**src/design/sparse_row_matrix_store_core_assert.svh**
```systemverilog
// Assertion macros shared by the sparse row matrix store RTL.
`ifndef SPARSE_ROW_MATRIX_STORE_CORE_ASSERT_SVH
`define SPARSE_ROW_MATRIX_STORE_CORE_ASSERT_SVH

`ifndef SYNTHESIS

// same-cycle implication
`define SRMS_ASSERT_IMPLY(label, clk, rst, ante, cons) \
   label: assert property (@(posedge clk) disable iff (rst) (ante) |-> (cons)) \
      else $error("assertion failed: label");

// next-cycle implication
`define SRMS_ASSERT_NEXT(label, clk, rst, ante, cons) \
   label: assert property (@(posedge clk) disable iff (rst) (ante) |=> (cons)) \
      else $error("assertion failed: label");

`else

`define SRMS_ASSERT_IMPLY(label, clk, rst, ante, cons)
`define SRMS_ASSERT_NEXT(label, clk, rst, ante, cons)

`endif

`endif

```
**src/design/srms_pkg.sv**
```systemverilog
// Shared types and constants of the sparse row matrix store.
package srms_pkg;

   localparam int COL_W        = 6;
   localparam int ROW_IN_W     = 6;
   localparam int FIELD_VAL_W  = 32;
   localparam int CFG_W        = 7;
   localparam int CSR_IDX_W    = 1;
   localparam int REQ_TDATA_W  = 48;
   localparam int REQ_TUSER_W  = 1;
   localparam int RSP_TDATA_W  = 32;
   localparam int RSP_TUSER_W  = 2;
   localparam logic [CFG_W-1:0] CFG_RESET = 7'd64;

   typedef enum logic [CSR_IDX_W-1:0] {
      CSR_ROWS_IN_USE    = 1'b0,
      CSR_COLUMNS_IN_USE = 1'b1
   } csr_index_type;

   typedef enum logic {
      OP_READ  = 1'b0,
      OP_WRITE = 1'b1
   } op_type;

   typedef enum logic [3:0] {
      ST_CLEAR,
      ST_IDLE,
      ST_CHECK,
      ST_COUNT,
      ST_SCAN_RD,
      ST_SCAN_CMP,
      ST_POST,
      ST_UPDATE,
      ST_SHIFT_RD,
      ST_SHIFT_WR,
      ST_INSERT,
      ST_DEL_RD,
      ST_DEL_WR,
      ST_DEC
   } state_type;

   typedef struct packed {
      logic clr_step;
      logic accept;
      logic check;
      logic load_count;
      logic scan_read;
      logic scan_next;
      logic latch_hit;
      logic post;
      logic upd_write;
      logic sh_init;
      logic sh_read;
      logic sh_write;
      logic ins_write;
      logic dl_init;
      logic dl_read;
      logic dl_write;
      logic cnt_dec;
   } cmd_type;

   typedef struct packed {
      logic clr_last;
      logic oor;
      logic is_write;
      logic wval_zero;
      logic found;
      logic col_less;
      logic col_equal;
      logic pos_at_count;
      logic row_full;
      logic idx_at_pos;
      logic idx_last;
      logic rsp_free;
   } status_type;

endpackage

```
**src/design/srms_ctrl.sv**
```systemverilog
// Sequencer of the sparse row matrix store: clear, lookup, response, update, insert shift, delete shift.
module srms_ctrl (
   input  logic                 clock,
   input  logic                 reset,
   input  logic                 req_tvalid,
   output logic                 req_tready,
   input  srms_pkg::status_type status,
   output srms_pkg::cmd_type    cmd
);

   import srms_pkg::*;

   state_type state_ff;
   state_type state_in;

   always_ff @(posedge clock) begin
      if (reset) begin
         state_ff <= ST_CLEAR;
      end else begin
         state_ff <= state_in;
      end
   end

   always_comb begin
      state_in = state_ff;
      unique case (state_ff)
         ST_CLEAR: begin
            if (status.clr_last) state_in = ST_IDLE;
         end
         ST_IDLE: begin
            if (req_tvalid) state_in = ST_CHECK;
         end
         ST_CHECK: begin
            state_in = status.oor ? ST_POST : ST_COUNT;
         end
         ST_COUNT: begin
            state_in = ST_SCAN_RD;
         end
         ST_SCAN_RD: begin
            state_in = status.pos_at_count ? ST_POST : ST_SCAN_CMP;
         end
         ST_SCAN_CMP: begin
            state_in = status.col_less ? ST_SCAN_RD : ST_POST;
         end
         ST_POST: begin
            if (status.rsp_free) begin
               priority if (status.oor || !status.is_write) begin
                  state_in = ST_IDLE;
               end else if (!status.wval_zero) begin
                  priority if (status.found) state_in = ST_UPDATE;
                  else if (status.row_full) state_in = ST_IDLE;
                  else state_in = ST_SHIFT_RD;
               end else begin
                  state_in = status.found ? ST_DEL_RD : ST_IDLE;
               end
            end
         end
         ST_UPDATE: begin
            state_in = ST_IDLE;
         end
         ST_SHIFT_RD: begin
            state_in = status.idx_at_pos ? ST_INSERT : ST_SHIFT_WR;
         end
         ST_SHIFT_WR: begin
            state_in = ST_SHIFT_RD;
         end
         ST_INSERT: begin
            state_in = ST_IDLE;
         end
         ST_DEL_RD: begin
            state_in = status.idx_last ? ST_DEC : ST_DEL_WR;
         end
         ST_DEL_WR: begin
            state_in = ST_DEL_RD;
         end
         ST_DEC: begin
            state_in = ST_IDLE;
         end
         default: begin
            state_in = ST_CLEAR;
         end
      endcase
   end

   always_comb begin
      cmd        = '0;
      req_tready = 1'b0;
      unique case (state_ff)
         ST_CLEAR: begin
            cmd.clr_step = 1'b1;
         end
         ST_IDLE: begin
            req_tready = 1'b1;
            cmd.accept = req_tvalid;
         end
         ST_CHECK: begin
            cmd.check = 1'b1;
         end
         ST_COUNT: begin
            cmd.load_count = 1'b1;
         end
         ST_SCAN_RD: begin
            cmd.scan_read = !status.pos_at_count;
         end
         ST_SCAN_CMP: begin
            cmd.scan_next = status.col_less;
            cmd.latch_hit = !status.col_less;
         end
         ST_POST: begin
            cmd.post = status.rsp_free;
            // prime the shift index together with the response
            cmd.sh_init = status.rsp_free && !status.oor && status.is_write &&
                          !status.wval_zero && !status.found && !status.row_full;
            cmd.dl_init = status.rsp_free && !status.oor && status.is_write &&
                          status.wval_zero && status.found;
         end
         ST_UPDATE: begin
            cmd.upd_write = 1'b1;
         end
         ST_SHIFT_RD: begin
            cmd.sh_read = !status.idx_at_pos;
         end
         ST_SHIFT_WR: begin
            cmd.sh_write = 1'b1;
         end
         ST_INSERT: begin
            cmd.ins_write = 1'b1;
         end
         ST_DEL_RD: begin
            cmd.dl_read = !status.idx_last;
         end
         ST_DEL_WR: begin
            cmd.dl_write = 1'b1;
         end
         ST_DEC: begin
            cmd.cnt_dec = 1'b1;
         end
         default: begin
            cmd = '0;
         end
      endcase
   end

endmodule

```
**config.mk**
```make
export PLATFORM = sky130hd
export DESIGN_NAME = srms_ctrl
export DESIGN_NICKNAME = d
export VERILOG_FILES = /design/src/design/sparse_row_matrix_store_core_assert.svh /design/src/design/srms_pkg.sv /design/src/design/srms_ctrl.sv
export SDC_FILE = /design/constraint.sdc
export NUM_CORES = 1
export LEC_CHECK = 0
export BUFFER_PORTS_ARGS = -buffer_cell sky130_fd_sc_hd__buf_2
export CAP_MARGIN = 10
export CORE_UTILIZATION = 41
export CTS_CLUSTER_SIZE = 12
export DETAILED_ROUTE_END_ITERATION = 16
export GPL_ROUTABILITY_DRIVEN = 1
export GPL_TIMING_DRIVEN = 0
export PLACE_DENSITY = 0.77
export SETUP_SLACK_MARGIN = 0.4
export SKIP_CTS_REPAIR_TIMING = 1
export SYNTH_ARGS = -nofsm -noshare
export SYNTH_HDL_FRONTEND = slang
export SYNTH_SLANG_ARGS = --single-unit
```
**constraint.sdc**
```tcl
create_clock -name clock -period 2.1 [get_ports clock]
set_input_delay 0.315 -clock clock [delete_from_list [all_inputs] [get_ports clock]]
set_output_delay 0.315 -clock clock [all_outputs]
set_load 0.01 [all_outputs]
```
==> reports/qor.csv <==
stage,metric,value,unit
timing,max_slew headroom,72.98,%
layout,post-layout util,68.80,%
synth,synthesized cell area,546.8,um2
clock_tree,CTS root buffer,clkbuf_4,
floorplan,total core area,1171,um2
layout,share of cells above drive strength 1,45.76,%
clock_tree,"Clk Latency, worst-skew pair",230,ps
synth,warnings from Yosys,0,
layout,most frequent cells in the layout,"33 x buf_2, 9 x nor2_1, 6 x nand2_1, 5 x nor3_1",
synth,synth top area cells,"dfxtp_1 15%, nor3_1 8.2%, nor2_1 6.2%, nand2_1 4.1%, a21oi_1 3.7%",
setup_path,Worst Setup Path Type,flop to primary output,
layout,Post-layout nets,135,
timing,max-slew violations,0,
place,detailed placement HPWL,1.251,mm
timing,fin crit period,1724,ps
floorplan,Die H,38.52,um
synth,leading area contributor after synthesis,dfxtp_1,
pwr,Peak VDD IR,0.4717,mV
setup_path,"critical path, cell by cell","or2_1, buf_6, nor3_4, and3_1, buf_2",
route,DRC violations left,0,
route,Routed Antenna Nets,0,
timing,total negative setup slack,0,ps
setup_path,CP required,1780,ps
global_route,GR Overflow Total,0,
layout,largest registers,state_ff x4,
layout,ANT cells,0,
timing,Final Hold Viols,0,
synth,syn_nets,97,
synth,synth unique cells,37,
floorplan,Die W,38.52,um
synth,post-synthesis register bit count,4,
floorplan,Ports,33,
layout,max FFs per register,4,
synth,Synth top area share,14.65,%
route,Initial DRT Pass Iterations,4,
clock_tree,CTS H-tree lvls,1,
floorplan,die footprint,1484,um2
setup_path,CP Capture Type,primary output,
global_route,largest net degree at the start of global routing,11,
global_route,vias in the first global route,609,
timing,RSZ-0062 raised after global routing,true,
outcome,status,"complete, no violations",
timing,Fmax,0.5801,GHz
global_route,total track usage,24.94,%
place,PortBufs,31,
global_route,initial antenna violation count,0,
pwr,Lkg Pwr,0.3810,nW
setup_path,crit-path max cell delay,350,ps
place,"worst slack, placed",384.9,ps
route,WL final,1.779,mm
setup_path,crit path DAT,1410,ps
floorplan,row count,12,
clock_tree,clock slew at reported path FFs,30,ps
layout,"commonest non-fill, non-tap cell in the layout",buf_2,
route,DR vias/cell,5.902,
floorplan,Initial Util,46.69,%
route,drt wl/cell,13.48,um
timing,final worst slack,376.3,ps
timing,Worst Tran Pin Value,395.1,ps
global_route,first-pass GRT wire length,2.546,mm
setup_path,CP max FO,7,
clock_tree,CTS buffer count,3,
place,GPL Wtd Cong,0.8820,
synth,Synth Instances,82,
layout,Layout area overhead,47.37,%
job,number of max-cap violations,0,
clock_tree,clock buffer depth,2,
synth,sequential share of the synthesized area,14.65,%
clock_tree,clk sinks,4,
timing,skew final,2.226,ps
pwr,pwr dens,670.9,nW/um2
route,Initial DRC Count,16,
setup_path,CP startpoint kind,flop,
route,via count,779,
timing,final critical-path share of the clock period,82.08,%
min_path,HP Class,primary input to flop,
synth,syn_area_per_cell,6.668,um2
setup_path,Crit-path slowest cell,dfxtp_4,
timing,Finish-stage setup viols,0,
clock_tree,TritonCTS clock tree,built,
layout,Biggest register,state_ff,
==> critical path, delay by kind of cell (launching register included) <==
family	cells	cell delay, ps
buffers and inverters	2	250
flip-flops	1	350
AND/OR/NAND/NOR	3	570
==> report_power, final <==
group | switching (mW) | leakage (nW) | total (mW) | internal [mW]
logic | 0.194 | 0.333 | 0.349 | 0.155
clock network | 0.0291 | 0.0138 | 0.0928 | 0.0637
registers | 0.00936 | 0.0337 | 0.0988 | 0.0895
==> cells by family after synthesis <==
kind of cell,after synthesis,synth area share [%]
flops,4,14.65
simple gates,47,48.29
buf+inv,11,9.152
compound gates,19,26.32
xor+xnor,1,1.602
==> worst paths after layout <==
| path | startpoint | end | slack, ps | depth (start not counted) |
|---|---|---|---|---|
| setup / recovery | state_ff[3] | cmd[3] | 380 | 5 |
| hold / removal | reset | state_ff[0] | 360 | 4 |
| setup reg to reg | state_ff[3] | state_ff[1] | 560 | 5 |
| hold reg to reg | state_ff[2] | state_ff[3] | 720 | 3 |
==> metal layers <==
metal / GRT usage (%) / share of wire (%) / up-vias
met5: 0 / 0 / -
li1: - / - / 376
met2: 44.17 / 48 / 56
met4: 6.034 / 0.45 / 0
met3: 6.977 / 11 / 2
met1: 29.02 / 40 / 345
==> per-stage QoR <==
step | power, mW | instances | cell area, um2 | hold WS, ps
2_1_floorplan | 0.3159 | 82 | 546.8 | 479.9
3_3_place_gp | 0.3942 | 127 | 719.4 | 607.7
3_5_place_dp | 0.4007 | 127 | 719.4 | 604.9
4_1_cts | 0.4983 | 130 | 742.0 | 360.0
5_1_grt | 0.5828 | 132 | 805.8 | 377.9
6_report | 0.5406 | 132 | 805.8 | 360.7
==> cells in the mapped netlist <==
cell type and instances:
or4_4 1, clkbuf_1 5, and2_1 1, nand3_1 2
a221o_1 1, or4b_1 1, or2b_1 1, o21ai_0 3
or2_1 1, nor2b_1 3, o21ai_1 2, a21o_1 1
and3b_1 1, dfxtp_1 4, nand2b_1 3, nand4_1 1
o221a_2 1, xnor2_1 1, nand4b_1 2, buf_2 1
inv_1 4, a2bb2oi_2 1, buf_6 1, o311ai_2 1
a2111oi_0 1, nor3_1 9, nand2_1 6, a22oi_1 1
and3_1 2, nor4_1 1, nand3b_1 1, nor2_1 9
o221ai_1 1, o211ai_1 1, a21oi_1 4, or4_1 2
a31oi_1 1
==> layout make-up <==
cell class / count / area (um2)
Sequential cell: 4 / 85.08
Inverter: 4 / 15.01
Multi-Input combinational cell: 67 / 449.2
Clock buffer: 3 / 22.52
Timing Repair Buffer: 33 / 170.2
Buffer: 7 / 46.29
Tap cell: 14 / 17.52
Fill cell: 107 / 365.4
Power figures use the tool's default switching activity.
